<file path="src/design/bmpd_pkg.sv">
// ----------------------------------------------------------------------------
// bmpd_pkg
// Types and constants shared by the 1bpp BMP stream decoder modules.
// ----------------------------------------------------------------------------
package bmpd_pkg;

   // Verdict codes carried in the status field.
   typedef enum logic [2:0] {
      ST_OK        = 3'd0,
      ST_SHORT     = 3'd1,
      ST_BEYOND    = 3'd2,
      ST_FORMAT    = 3'd3,
      ST_TRUNC     = 3'd4,
      ST_LARGE     = 3'd5,
      ST_IN_HEADER = 3'd6
   } status_type;

   typedef enum logic [2:0] {
      PH_HEADER,
      PH_JUDGE,
      PH_SKIP,
      PH_PIXELS,
      PH_IDLE,
      PH_REJECT
   } phase_type;

   localparam logic KIND_PIXEL   = 1'b0;
   localparam logic KIND_VERDICT = 1'b1;

   // Header layout (byte positions within the file).
   localparam logic [4:0] OFFSET_LO = 5'd10;
   localparam logic [4:0] OFFSET_HI = 5'd13;
   localparam logic [4:0] WIDTH_LO  = 5'd18;
   localparam logic [4:0] WIDTH_HI  = 5'd21;
   localparam logic [4:0] HEIGHT_LO = 5'd22;
   localparam logic [4:0] HEIGHT_HI = 5'd25;
   localparam logic [4:0] DEPTH_LO  = 5'd28;
   localparam logic [4:0] HDR_LAST  = 5'd29;
   localparam logic [31:0] HDR_LEN  = 32'd30;
   localparam logic [15:0] DEPTH_MONO = 16'd1;

   localparam int RSP_DATA_W = 32;

   // One pending piece of work for the result emitter.
   typedef struct packed {
      logic       kind;
      status_type status;
      logic [7:0] data_byte;
      logic [11:0] xbase;
      logic [11:0] pos_y;
      logic [2:0] last_idx;
   } slot_type;

   typedef struct packed {
      logic       valid;
      status_type status;
      logic [29:0] row_bytes;
      logic       empty;
   } verdict_type;

endpackage

</file>
<file path="src/design/bmpd_header.sv">
// ----------------------------------------------------------------------------
// bmpd_header
// Captures the header fields and judges the header once the last header byte
// has arrived. The size product is built from four 16x16 partial products.
// ----------------------------------------------------------------------------
module bmpd_header #(
   parameter int MAX_WIDTH  = 4096,
   parameter int MAX_HEIGHT = 4096
) (
   input  logic                  clock,
   input  logic                  reset,
   input  logic                  capture_en,
   input  logic [4:0]            pos,
   input  logic [7:0]            data_byte,
   input  logic                  judge_start,
   input  logic [31:0]           file_length,
   output logic [31:0]           pixel_start,
   output logic [31:0]           image_width,
   output logic [31:0]           image_height,
   output bmpd_pkg::verdict_type verdict
);

   logic [31:0] pixel_start_ff;
   logic [31:0] width_ff;
   logic [31:0] height_ff;
   logic [15:0] depth_ff;
   logic        busy_ff, busy_in;
   logic [2:0]  step_ff, step_in;
   logic [59:0] acc_ff, acc_in;

   logic [1:0]  lane;
   logic [29:0] req_bytes;
   logic [27:0] row_words;
   logic [29:0] row_bytes;
   logic [15:0] part_a;
   logic [15:0] part_b;
   logic [31:0] partial;
   logic [59:0] partial_ext;
   logic [59:0] partial_sh;
   logic [31:0] room;
   bmpd_pkg::status_type status;

   // The three four-byte fields all start at a position that is 2 mod 4.
   assign lane = pos[1:0] - 2'd2;

   always_ff @(posedge clock) begin
      if (capture_en) begin
         unique case (pos) inside
            [bmpd_pkg::OFFSET_LO:bmpd_pkg::OFFSET_HI]: begin
               pixel_start_ff[{lane, 3'b000} +: 8] <= data_byte;
            end
            [bmpd_pkg::WIDTH_LO:bmpd_pkg::WIDTH_HI]: begin
               width_ff[{lane, 3'b000} +: 8] <= data_byte;
            end
            [bmpd_pkg::HEIGHT_LO:bmpd_pkg::HEIGHT_HI]: begin
               height_ff[{lane, 3'b000} +: 8] <= data_byte;
            end
            [bmpd_pkg::DEPTH_LO:bmpd_pkg::HDR_LAST]: begin
               depth_ff[{pos[0], 3'b000} +: 8] <= data_byte;
            end
            default: begin
            end
         endcase
      end
   end

   // Row length in bytes: whole bytes per row, rounded up to whole words.
   always_comb begin
      req_bytes = {1'b0, width_ff[31:3]} + {29'd0, |width_ff[2:0]};
      row_words = req_bytes[29:2] + {27'd0, |req_bytes[1:0]};
      row_bytes = {row_words, 2'b00};
   end

   // Steps 0 to 3 accumulate one partial product each; step 4 gives the verdict.
   always_comb begin
      part_a = step_ff[1] ? {2'b00, row_bytes[29:16]} : row_bytes[15:0];
      part_b = step_ff[0] ? {1'b0, height_ff[30:16]} : height_ff[15:0];
      partial = {16'd0, part_a} * {16'd0, part_b};
      partial_ext = {28'd0, partial};
      case (step_ff[1:0])
         2'd0:    partial_sh = partial_ext;
         2'd3:    partial_sh = partial_ext << 32;
         default: partial_sh = partial_ext << 16;
      endcase
   end

   always_comb begin
      busy_in = busy_ff;
      step_in = step_ff;
      acc_in  = acc_ff;
      if (judge_start) begin
         busy_in = 1'b1;
         step_in = 3'd0;
         acc_in  = '0;
      end else if (busy_ff) begin
         if (step_ff[2]) begin
            busy_in = 1'b0;
         end else begin
            acc_in  = acc_ff + partial_sh;
            step_in = step_ff + 3'd1;
         end
      end
   end

   always_ff @(posedge clock) begin
      if (reset) begin
         busy_ff <= 1'b0;
         step_ff <= 3'd0;
      end else begin
         busy_ff <= busy_in;
         step_ff <= step_in;
      end
   end

   always_ff @(posedge clock) begin
      acc_ff <= acc_in;
   end

   // Only meaningful once the offset is known to lie inside the file.
   assign room = file_length - pixel_start_ff;

   always_comb begin
      if (file_length < bmpd_pkg::HDR_LEN) begin
         status = bmpd_pkg::ST_SHORT;
      end else if (pixel_start_ff >= file_length) begin
         status = bmpd_pkg::ST_BEYOND;
      end else if (pixel_start_ff < bmpd_pkg::HDR_LEN) begin
         status = bmpd_pkg::ST_IN_HEADER;
      end else if (height_ff[31] || depth_ff != bmpd_pkg::DEPTH_MONO) begin
         status = bmpd_pkg::ST_FORMAT;
      end else if (acc_ff > {28'd0, room}) begin
         status = bmpd_pkg::ST_TRUNC;
      end else if (width_ff > 32'(MAX_WIDTH) || height_ff > 32'(MAX_HEIGHT)) begin
         status = bmpd_pkg::ST_LARGE;
      end else begin
         status = bmpd_pkg::ST_OK;
      end
   end

   assign verdict.valid     = busy_ff && step_ff[2];
   assign verdict.status    = status;
   assign verdict.row_bytes = row_bytes;
   assign verdict.empty     = (width_ff == 32'd0) || (height_ff == 32'd0);

   assign pixel_start  = pixel_start_ff;
   assign image_width  = width_ff;
   assign image_height = height_ff;

endmodule

</file>
<file path="src/design/bmpd_emit.sv">
// ----------------------------------------------------------------------------
// bmpd_emit
// Holds one pending byte of work and issues its results into the output register
// one per cycle while the output is not stalled.
// ----------------------------------------------------------------------------
module bmpd_emit (
   input  logic                  clock,
   input  logic                  reset,
   input  logic                  load_valid,
   input  bmpd_pkg::slot_type    load,
   output logic                  slot_ready,
   output logic                  rsp_tvalid,
   input  logic                  rsp_tready,
   // status[2:0], pos_x[14:3], pos_y[26:15], pixel_value[27], zeros[31:28]
   output logic [bmpd_pkg::RSP_DATA_W-1:0] rsp_tdata,
   // kind[0]
   output logic                  rsp_tuser,
   output logic                  rsp_tlast
);

   logic               slot_valid_ff, slot_valid_in;
   bmpd_pkg::slot_type slot_ff, slot_in;
   logic [2:0]         idx_ff, idx_in;
   logic               rsp_tvalid_ff, rsp_tvalid_in;
   logic [bmpd_pkg::RSP_DATA_W-1:0] rsp_tdata_ff;
   logic               rsp_tuser_ff;
   logic               rsp_tlast_ff;

   logic        out_free;
   logic        advance;
   logic        at_last;
   logic [11:0] pos_x;
   logic        pixel;

   assign out_free   = !rsp_tvalid_ff || rsp_tready;
   assign advance    = slot_valid_ff && out_free;
   assign at_last    = idx_ff == slot_ff.last_idx;
   assign slot_ready = !slot_valid_ff || (advance && at_last);

   assign pos_x = slot_ff.xbase + {9'd0, idx_ff};
   // Pixels leave the byte most significant bit first.
   assign pixel = slot_ff.data_byte[3'd7 - idx_ff];

   always_comb begin
      slot_valid_in = slot_valid_ff;
      slot_in       = slot_ff;
      idx_in        = idx_ff;
      if (load_valid) begin
         slot_valid_in = 1'b1;
         slot_in       = load;
         idx_in        = 3'd0;
      end else if (advance && at_last) begin
         slot_valid_in = 1'b0;
      end else if (advance) begin
         idx_in = idx_ff + 3'd1;
      end
   end

   always_comb begin
      rsp_tvalid_in = rsp_tvalid_ff;
      if (advance) begin
         rsp_tvalid_in = 1'b1;
      end else if (rsp_tready) begin
         rsp_tvalid_in = 1'b0;
      end
   end

   always_ff @(posedge clock) begin
      if (reset) begin
         slot_valid_ff <= 1'b0;
         rsp_tvalid_ff <= 1'b0;
      end else begin
         slot_valid_ff <= slot_valid_in;
         rsp_tvalid_ff <= rsp_tvalid_in;
      end
   end

   always_ff @(posedge clock) begin
      slot_ff <= slot_in;
      idx_ff  <= idx_in;
      if (advance) begin
         rsp_tdata_ff <= {4'd0, pixel, slot_ff.pos_y, pos_x, slot_ff.status};
         rsp_tuser_ff <= slot_ff.kind;
         rsp_tlast_ff <= at_last;
      end
   end

   assign rsp_tvalid = rsp_tvalid_ff;
   assign rsp_tdata  = rsp_tdata_ff;
   assign rsp_tuser  = rsp_tuser_ff;
   assign rsp_tlast  = rsp_tlast_ff;

endmodule

</file>
<file path="src/design/bmp_1bpp_stream_decoder.sv">
// ----------------------------------------------------------------------------
// bmp_1bpp_stream_decoder
// Decodes a 1bpp BMP file streamed one byte per transaction into a header
// verdict followed by one result per pixel.
// ----------------------------------------------------------------------------
// Header bytes are taken one per cycle, padding bytes one per cycle while the result
// slot is free; neither gives results. After the last header byte the input is held
// off while the size product is built; the verdict then passes through the result slot
// into the output register. A taken pixel byte is loaded into the result slot, which
// issues up to eight results, one per cycle unless the output stalls, as the next byte waits.
// Reset is synchronous: phase, counters, file length and output valid clear.
module bmp_1bpp_stream_decoder #(
   parameter int MAX_WIDTH  = 4096,
   parameter int MAX_HEIGHT = 4096
) (
   input  logic        clock,
   input  logic        reset,
   input  logic        req_tvalid,
   output logic        req_tready,
   // data_byte[7:0]
   input  logic [7:0]  req_tdata,
   output logic        rsp_tvalid,
   input  logic        rsp_tready,
   // status[2:0], pos_x[14:3], pos_y[26:15], pixel_value[27], zeros[31:28]
   output logic [bmpd_pkg::RSP_DATA_W-1:0] rsp_tdata,
   // kind[0]
   output logic        rsp_tuser,
   output logic        rsp_tlast,
   input  logic        csr_valid,
   output logic        csr_ready,
   input  logic [31:0] csr_data
);

   localparam int MAX_ROW_BYTES = ((MAX_WIDTH + 7) / 8 + 3) / 4 * 4;
   localparam int CB_W = $clog2(MAX_ROW_BYTES);
   localparam int RB_W = $clog2(MAX_ROW_BYTES + 1);
   localparam int WD_W = $clog2(MAX_WIDTH + 1);
   localparam int RC_W = $clog2(MAX_HEIGHT + 1);
   localparam int XW   = (WD_W > CB_W + 3) ? WD_W : CB_W + 3;

   bmpd_pkg::phase_type phase_ff, phase_in;
   logic [31:0]     file_length_ff;
   logic [31:0]     byte_pos_ff, byte_pos_in;
   logic [CB_W-1:0] column_ff, column_in;
   logic [RC_W-1:0] row_ff, row_in;
   logic [RB_W-1:0] row_bytes_ff, row_bytes_in;

   logic        accept;
   logic        capture_en;
   logic        judge_start;
   logic        pixel_go;
   logic        slot_ready;
   logic        load_valid;
   bmpd_pkg::slot_type    load;
   bmpd_pkg::verdict_type verdict;
   logic [31:0] pixel_start;
   logic [31:0] image_width;
   logic [31:0] image_height;

   logic [CB_W+2:0] base;
   logic [XW-1:0]   width_x;
   logic [XW-1:0]   base_x;
   logic [XW-1:0]   diff;
   logic            has_pix;
   logic [2:0]      last_idx;
   logic [CB_W:0]   column_next;
   logic [RC_W:0]   row_next;

   assign csr_ready = 1'b1;

   always_ff @(posedge clock) begin
      if (reset) begin
         file_length_ff <= 32'd0;
      end else if (csr_valid) begin
         file_length_ff <= csr_data;
      end
   end

   always_comb begin
      unique case (phase_ff) inside
         bmpd_pkg::PH_JUDGE:                      req_tready = 1'b0;
         bmpd_pkg::PH_SKIP, bmpd_pkg::PH_PIXELS:  req_tready = slot_ready;
         default:                                 req_tready = 1'b1;
      endcase
   end

   assign accept      = req_tvalid && req_tready;
   assign capture_en  = accept && (phase_ff == bmpd_pkg::PH_HEADER);
   assign judge_start = capture_en && (byte_pos_ff[4:0] == bmpd_pkg::HDR_LAST);
   assign pixel_go    = accept && ((phase_ff == bmpd_pkg::PH_PIXELS) ||
                        (phase_ff == bmpd_pkg::PH_SKIP && byte_pos_ff >= pixel_start));

   bmpd_header #(
      .MAX_WIDTH  (MAX_WIDTH),
      .MAX_HEIGHT (MAX_HEIGHT)
   ) u_header (
      .clock        (clock),
      .reset        (reset),
      .capture_en   (capture_en),
      .pos          (byte_pos_ff[4:0]),
      .data_byte    (req_tdata),
      .judge_start  (judge_start),
      .file_length  (file_length_ff),
      .pixel_start  (pixel_start),
      .image_width  (image_width),
      .image_height (image_height),
      .verdict      (verdict)
   );

   // Pixels covered by this byte: those of its eight columns left of the width.
   always_comb begin
      base     = {column_ff, 3'b000};
      width_x  = XW'(image_width[WD_W-1:0]);
      base_x   = XW'(base);
      has_pix  = width_x > base_x;
      diff     = width_x - base_x;
      last_idx = (diff >= XW'(8)) ? 3'd7 : 3'(diff - XW'(1));
   end

   always_comb begin
      load_valid = verdict.valid || (pixel_go && has_pix);
      if (verdict.valid) begin
         load.kind      = bmpd_pkg::KIND_VERDICT;
         load.status    = verdict.status;
         load.data_byte = 8'd0;
         load.xbase     = 12'd0;
         load.pos_y     = 12'd0;
         load.last_idx  = 3'd0;
      end else begin
         load.kind      = bmpd_pkg::KIND_PIXEL;
         load.status    = bmpd_pkg::ST_OK;
         load.data_byte = req_tdata;
         load.xbase     = 12'(base);
         load.pos_y     = 12'(row_ff);
         load.last_idx  = last_idx;
      end
   end

   always_comb begin
      phase_in     = phase_ff;
      byte_pos_in  = byte_pos_ff;
      column_in    = column_ff;
      row_in       = row_ff;
      row_bytes_in = row_bytes_ff;
      column_next  = {1'b0, column_ff} + {{CB_W{1'b0}}, 1'b1};
      row_next     = {1'b0, row_ff} + {{RC_W{1'b0}}, 1'b1};

      if (accept && byte_pos_ff != 32'hFFFF_FFFF) begin
         byte_pos_in = byte_pos_ff + 32'd1;
      end

      if (judge_start) begin
         phase_in = bmpd_pkg::PH_JUDGE;
      end

      if (verdict.valid) begin
         column_in    = '0;
         row_in       = '0;
         row_bytes_in = RB_W'(verdict.row_bytes);
         if (verdict.status != bmpd_pkg::ST_OK) begin
            phase_in = bmpd_pkg::PH_REJECT;
         end else if (verdict.empty) begin
            phase_in = bmpd_pkg::PH_IDLE;
         end else begin
            phase_in = bmpd_pkg::PH_SKIP;
         end
      end

      if (pixel_go) begin
         phase_in = bmpd_pkg::PH_PIXELS;
         if (column_next >= (CB_W+1)'(row_bytes_ff)) begin
            column_in = '0;
            row_in    = row_next[RC_W-1:0];
            if (row_next >= (RC_W+1)'(image_height[RC_W-1:0])) begin
               phase_in = bmpd_pkg::PH_IDLE;
            end
         end else begin
            column_in = column_next[CB_W-1:0];
         end
      end
   end

   always_ff @(posedge clock) begin
      if (reset) begin
         phase_ff     <= bmpd_pkg::PH_HEADER;
         byte_pos_ff  <= 32'd0;
         column_ff    <= '0;
         row_ff       <= '0;
         row_bytes_ff <= '0;
      end else begin
         phase_ff     <= phase_in;
         byte_pos_ff  <= byte_pos_in;
         column_ff    <= column_in;
         row_ff       <= row_in;
         row_bytes_ff <= row_bytes_in;
      end
   end

   bmpd_emit u_emit (
      .clock      (clock),
      .reset      (reset),
      .load_valid (load_valid),
      .load       (load),
      .slot_ready (slot_ready),
      .rsp_tvalid (rsp_tvalid),
      .rsp_tready (rsp_tready),
      .rsp_tdata  (rsp_tdata),
      .rsp_tuser  (rsp_tuser),
      .rsp_tlast  (rsp_tlast)
   );

endmodule

</file>
<file path="config.mk">
export PLATFORM = sky130hd
export DESIGN_NAME = bmp_1bpp_stream_decoder
export DESIGN_NICKNAME = d
export VERILOG_FILES = /design/src/design/bmpd_pkg.sv /design/src/design/bmpd_header.sv /design/src/design/bmpd_emit.sv /design/src/design/bmp_1bpp_stream_decoder.sv
export SDC_FILE = /design/constraint.sdc
export NUM_CORES = 2
export LEC_CHECK = 0
export ABC_AREA = 1
export BUFFER_PORTS_ARGS = -buffer_cell sky130_fd_sc_hd__buf_2
export CAP_MARGIN = 40
export CORE_MARGIN = 2
export CORE_UTILIZATION = 59
export DETAILED_ROUTE_END_ITERATION = 6
export GPL_ROUTABILITY_DRIVEN = 0
export HOLD_SLACK_MARGIN = 0.06
export PLACE_DENSITY = 0.85
export SYNTH_ARGS = -nofsm -noshare
export SYNTH_HDL_FRONTEND = slang
export SYNTH_SLANG_ARGS = --single-unit
</file>
<file path="constraint.sdc">
create_clock -name clock -period 9.1 [get_ports clock]
set_input_delay 0.455 -clock clock [delete_from_list [all_inputs] [get_ports clock]]
set_output_delay 0.455 -clock clock [all_outputs]
set_load 0.02 [all_outputs]
</file>
==> results_dict.tcl, run 1 <==
set metrics [dict create \
    grt_max_degree 76 \
    ys_async_sr_fraction 0 \
    rows 86 \
    lastStage "global routing" \
    place_area_um2 38000 \
    avgSynthCellArea_um2 7.47 \
    ys_seq_area_frac 0.263 \
    synth-edff-count 178 \
    synth_mux_area_frac 0.000342 \
    grt_use_total 0.812 \
    numPortBuffers 76 \
    status "stopped before the end" \
    hpwl_um 84300 \
    pin_count 82 \
    synth_compound_area_frac 0.115 \
    error "[ERROR GRT-0232] Routing congestion too high. Check the congestion heatmap in the GUI." \
    initial_core_util 0.597 \
    synth_fa_ha_area_frac 0.237 \
    synth_top_family_by_area "simple AND/OR/NAND/NOR gates" \
    synthXorXnorAreaFrac 0.0428 \
    clock_sinks 344 \
    cts_max_level 2 \
    cts.path.max_buffers 3 \
    ys_ff_latch 344 \
    synthCells 4414 \
    die_y_um 240 \
    yosys_warnings 0 \
    ys.flop_type "edfxtp_1" \
    globalRouteOverflowTotal 303 \
    synth.distinct_cells 63 \
    synth_simple_gate_area_frac 0.242 \
    numCtsBuffers 35 \
    clockRootBuffer "clkbuf_16" \
    holdBufCountCts 0 \
    netlist_area_um2 33000 \
    dieWidth_um 240 \
]
==> logic make-up after synthesis <==
logic type	count (synthesis)
other cells	2
xor+xnor	160
buf+inv	859
simple gates	1855
mux	1
fa+ha+maj	505
compound gates	688
flops	344
==> per-stage QoR <==
stage	util	setup WS (ps)	cells	TNS (ps)	hold WS, ps
4_1_cts	0.759	-573	5814	-15710	90.6
3_5_place_dp	0.689	-1160	5676	-39740	405
3_3_place_gp	0.688	-866	5673	-28710	400
2_1_floorplan	-	8.97	4417	0	400
==> synthesized netlist by cell type (3+ instances only) <==
master	count	area share
inv_2	3	0.00034
o21ai_0	248	0.038
nand2_4	5	0.0017
o22ai_1	18	0.0034
fa_1	197	0.12
o21bai_1	16	0.0036
buf_6	5	0.0017
nor4_1	41	0.0078
nand2_1	688	0.078
dfxtp_1	166	0.10
clkinv_1	5	0.00057
nor2_2	17	0.0032
nor2_4	4	0.0014
a221oi_1	4	0.0011
a21boi_0	4	0.00091
nor3_1	97	0.015
nand3_2	9	0.0027
buf_4	7	0.0016
nand4_1	73	0.014
a21o_1	16	0.0036
nand3_1	220	0.033
a21oi_1	298	0.045
ha_1	308	0.12
clkbuf_1	68	0.0077
o221ai_1	6	0.0016
or2_2	13	0.0025
nand3b_1	3	0.00068
edfxtp_1	178	0.16
nor3b_1	4	0.00091
buf_2	10	0.0015
xor2_1	107	0.028
nand2_2	15	0.0028
o21ai_1	9	0.0014
inv_1	747	0.085
a31oi_1	9	0.0017
a31o_2	5	0.0013
xnor2_1	52	0.014
o21a_1	13	0.0030
and3_1	3	0.00057
o211ai_1	22	0.0050
buf_1	11	0.0013
nor3_2	3	0.00091
a211oi_1	10	0.0023
nor2_1	653	0.074
==> routing by layer <==
layer,overflow,global-route usage
met1,33,0.788
met2,131,0.895
met3,45,0.773
met4,86,0.772
met5,8,0.736
==> timing repair <==
action,4_1_cts
gates resized for setup,558
pin swaps,253
endpoints found under the hold margin,0
buffers inserted,78
endpoints found under the setup margin,48
==> run 2: changes to the inputs <==
--- a/config.mk
+++ b/config.mk
@@ -9,11 +9,10 @@
 export BUFFER_PORTS_ARGS = -buffer_cell sky130_fd_sc_hd__buf_2
 export CAP_MARGIN = 40
 export CORE_MARGIN = 2
-export CORE_UTILIZATION = 59
+export CORE_UTILIZATION = 40
 export DETAILED_ROUTE_END_ITERATION = 6
 export GPL_ROUTABILITY_DRIVEN = 0
-export HOLD_SLACK_MARGIN = 0.06
-export PLACE_DENSITY = 0.85
+export PLACE_DENSITY_LB_ADDON = 0.15
 export SYNTH_ARGS = -nofsm -noshare
 export SYNTH_HDL_FRONTEND = slang
 export SYNTH_SLANG_ARGS = --single-unit
==> constraint.sdc (replaced) <==
create_clock -name clock -period 11.8 [get_ports clock]
set_input_delay 0.59 -clock clock [delete_from_list [all_inputs] [get_ports clock]]
set_output_delay 0.59 -clock clock [all_outputs]
set_load 0.02 [all_outputs]
==> results_dict.tcl, run 2 <==
set metrics [dict create \
    synthTopCellsByArea "edfxtp_1 16%, fa_1 12%, ha_1 12%, dfxtp_1 10%, inv_1 8.5%" \
    setup_viol 0 \
    finalSetupTns_ps 0 \
    fin_nets 5043 \
    drive_above_1_share 0.0652 \
    place_ws_ps 429 \
    slew_violations 0 \
    critPathArrivalTime_ps 11540 \
    grt_pass1_vias 28200 \
    pin_count 82 \
    min_period_ps 11070 \
    switchingPower_mw 1.16 \
    insertion_delay_ps 600 \
    cts_tree "done" \
    relSlewSlack 0.403 \
    grt_use_total 0.249 \
    ys.flop_type "edfxtp_1" \
    initial_core_util 0.403 \
    endpoint_kind "flip-flop" \
    ys_seq_area_frac 0.263 \
    wirelength_um 106000 \
    place_area_um2 34700 \
    yosys_warnings 0 \
    cts_max_level 2 \
    setup_slack_ps 733 \
    synth-edff-count 178 \
    synth_common_cells "747 x inv_1, 688 x nand2_1, 653 x nor2_1" \
    largest_register_ffs 60 \
    ir_drop_mv 0.107 \
    required_ps 12270 \
    hold_path_class "input pin to flip-flop" \
    intPower_mw 2.45 \
    nFillCells 8383 \
    path_max_fanout 11 \
    numPortBuffers 76 \
    synth.largest_area_cell "edfxtp_1" \
    netlist_area_um2 33000 \
    cp_slowest_stage_delay_ps 550 \
    fp.dieArea_um2 84700 \
    dieWidth_um 291 \
    antenna_found_initial 0 \
    die_y_um 291 \
    synthCells 4414 \
    synth_top_area_share 0.162 \
    grt_max_degree 77 \
    ant_nets 0 \
    cap_violations 0 \
    worstSetupPathType "flip-flop to flip-flop" \
    status "completed" \
    hold_viol 0 \
    yosysMostFrequentCell "inv_1" \
    cts.path.max_buffers 3 \
    ys_ff_latch 344 \
    drc_errors 0 \
    vias_per_cell 5.28 \
    final_common_cell "inv_1" \
    p_comb_frac 0.219 \
    whs_ps 215 \
    ys_async_sr_fraction 0 \
    clockRootBuffer "clkbuf_16" \
    powerDensity_nw_per_um2 99.5 \
    numCtsBuffers 40 \
    rsz0062_at_grt "no" \
    most-common-layout-cells "745 x inv_1, 688 x nand2_1, 651 x nor2_1" \
    stdcell_count 5594 \
    clk_pin_slew_ps 60 \
    wl_per_cell_um 19.0 \
    power.share.clock 0.391 \
    slowest_stage "fa_1" \
    hpwl_um 87300 \
    regMostFlops "u_header.acc_ff" \
    coreArea_um2 81800 \
    vias 29500 \
    drtPass1Iterations 6 \
    regToRegSetupSlack_ps 730 \
    globalRouteOverflowTotal 0 \
    fin_area_um2 36300 \
    dp_cells 5519 \
    critPathLaunchType "flip-flop" \
    avgSynthCellArea_um2 7.47 \
    p_leak_nw 16.8 \
    drt_iter0_drc 2688 \
    rows 105 \
    grt_pass1_wl_um 165000 \
    antenna_cells 0 \
    fin_crit_sh 0.938 \
    p_seq_frac 0.390 \
    synth.distinct_cells 63 \
    worst_slew_pin_slew_ps 895 \
    clock_sinks 344 \
    largestRegisters "u_header.acc_ff: 60 flops, u_emit.slot_ff: 36 flops" \
    area_delta_synth_final_pct 10.0 \
    p_sw_frac 0.321 \
    timing.fmax_mhz 90.4 \
    skew_ps 34.2 \
]
==> run 2: cell counts after synthesis <==
Identical to the previous run, type by type.
==> run 2: metrics by stage <==
step	util	power, mW
floorplan	-	1.94
global placement	0.423	2.20
detailed placement	0.424	2.20
CTS	0.442	3.62
global route	0.443	3.78
finish	0.443	3.61
==> run 2: power by group through the flow <==
stage | Sequential (mW) | Combinational (mW) | Clock (mW)
3_5_place_dp | 1.43 | 0.770 | 0
5_1_grt | 1.41 | 0.882 | 1.48
6_report | 1.41 | 0.789 | 1.41
4_1_cts | 1.40 | 0.777 | 1.44
2_1_floorplan | 1.39 | 0.553 | 0
3_3_place_gp | 1.43 | 0.772 | 0
==> run 2: worst max-delay path, delay by kind of cell, from the launching register on <==
kind	cells	cell delay, ps
adders and majority gates	11	4520
and+or+nand+nor	24	4380
xor gates and xnor gates	2	570
DFF	1	340
AOI/OAI and AO/OA	4	710
buffers and inverters	8	430
==> run 2: what timing repair did <==
item / CTS / global route
hold buffers: 0 / 0
gates resized for setup: 0 / 10
buffers inserted: 0 / 2
endpoints found under the hold margin: 0 / 0
endpoints found under the setup margin: 0 / 16
==> run 2: final cells by class <==
class                           instances  area (um2)  share of cell area
Multi-Input combinational cell       3214       21100               0.581
Timing Repair Buffer                  135         858              0.0237
Clock inverter                         24         429              0.0118
Sequential cell                       344        8670               0.239
Clock buffer                           49        1060              0.0294
Inverter                              758        2850              0.0786
Tap cell                             1070        1340              0.0369
==> run 2: routing by layer <==
layer	vias up	GRT usage	wire, um
met5	-	0	0
li1	14500	-	-
met1	14000	0.353	49100
met2	901	0.398	47900
met3	130	0.0326	6710
met4	0	0.0651	2710
==> run 2: kinds of logic after synthesis <==
group,Yosys count,synth area share
multiplexers,1,0.000342
other,2,0.000228
XOR/XNOR,160,0.0428
AND/OR/NAND/NOR,1855,0.242
flip-flops,344,0.263
AO/OA/AOI/OAI,688,0.115
adder cells (fa/ha/maj),505,0.237
buffers and inverters,859,0.100
==> run 2: worst paths after layout <==
kind,start,end,cells after the start
setup reg to reg,u_header.image_width[0],u_header.acc_ff[58],49
hold / removal,csr_data[13],file_length_ff[13],3
setup / recovery,u_header.image_width[0],u_header.acc_ff[58],49
hold reg to reg,u_emit.slot_ff[21],u_emit.rsp_tdata[9],0
(Power assumes the default switching activity.)
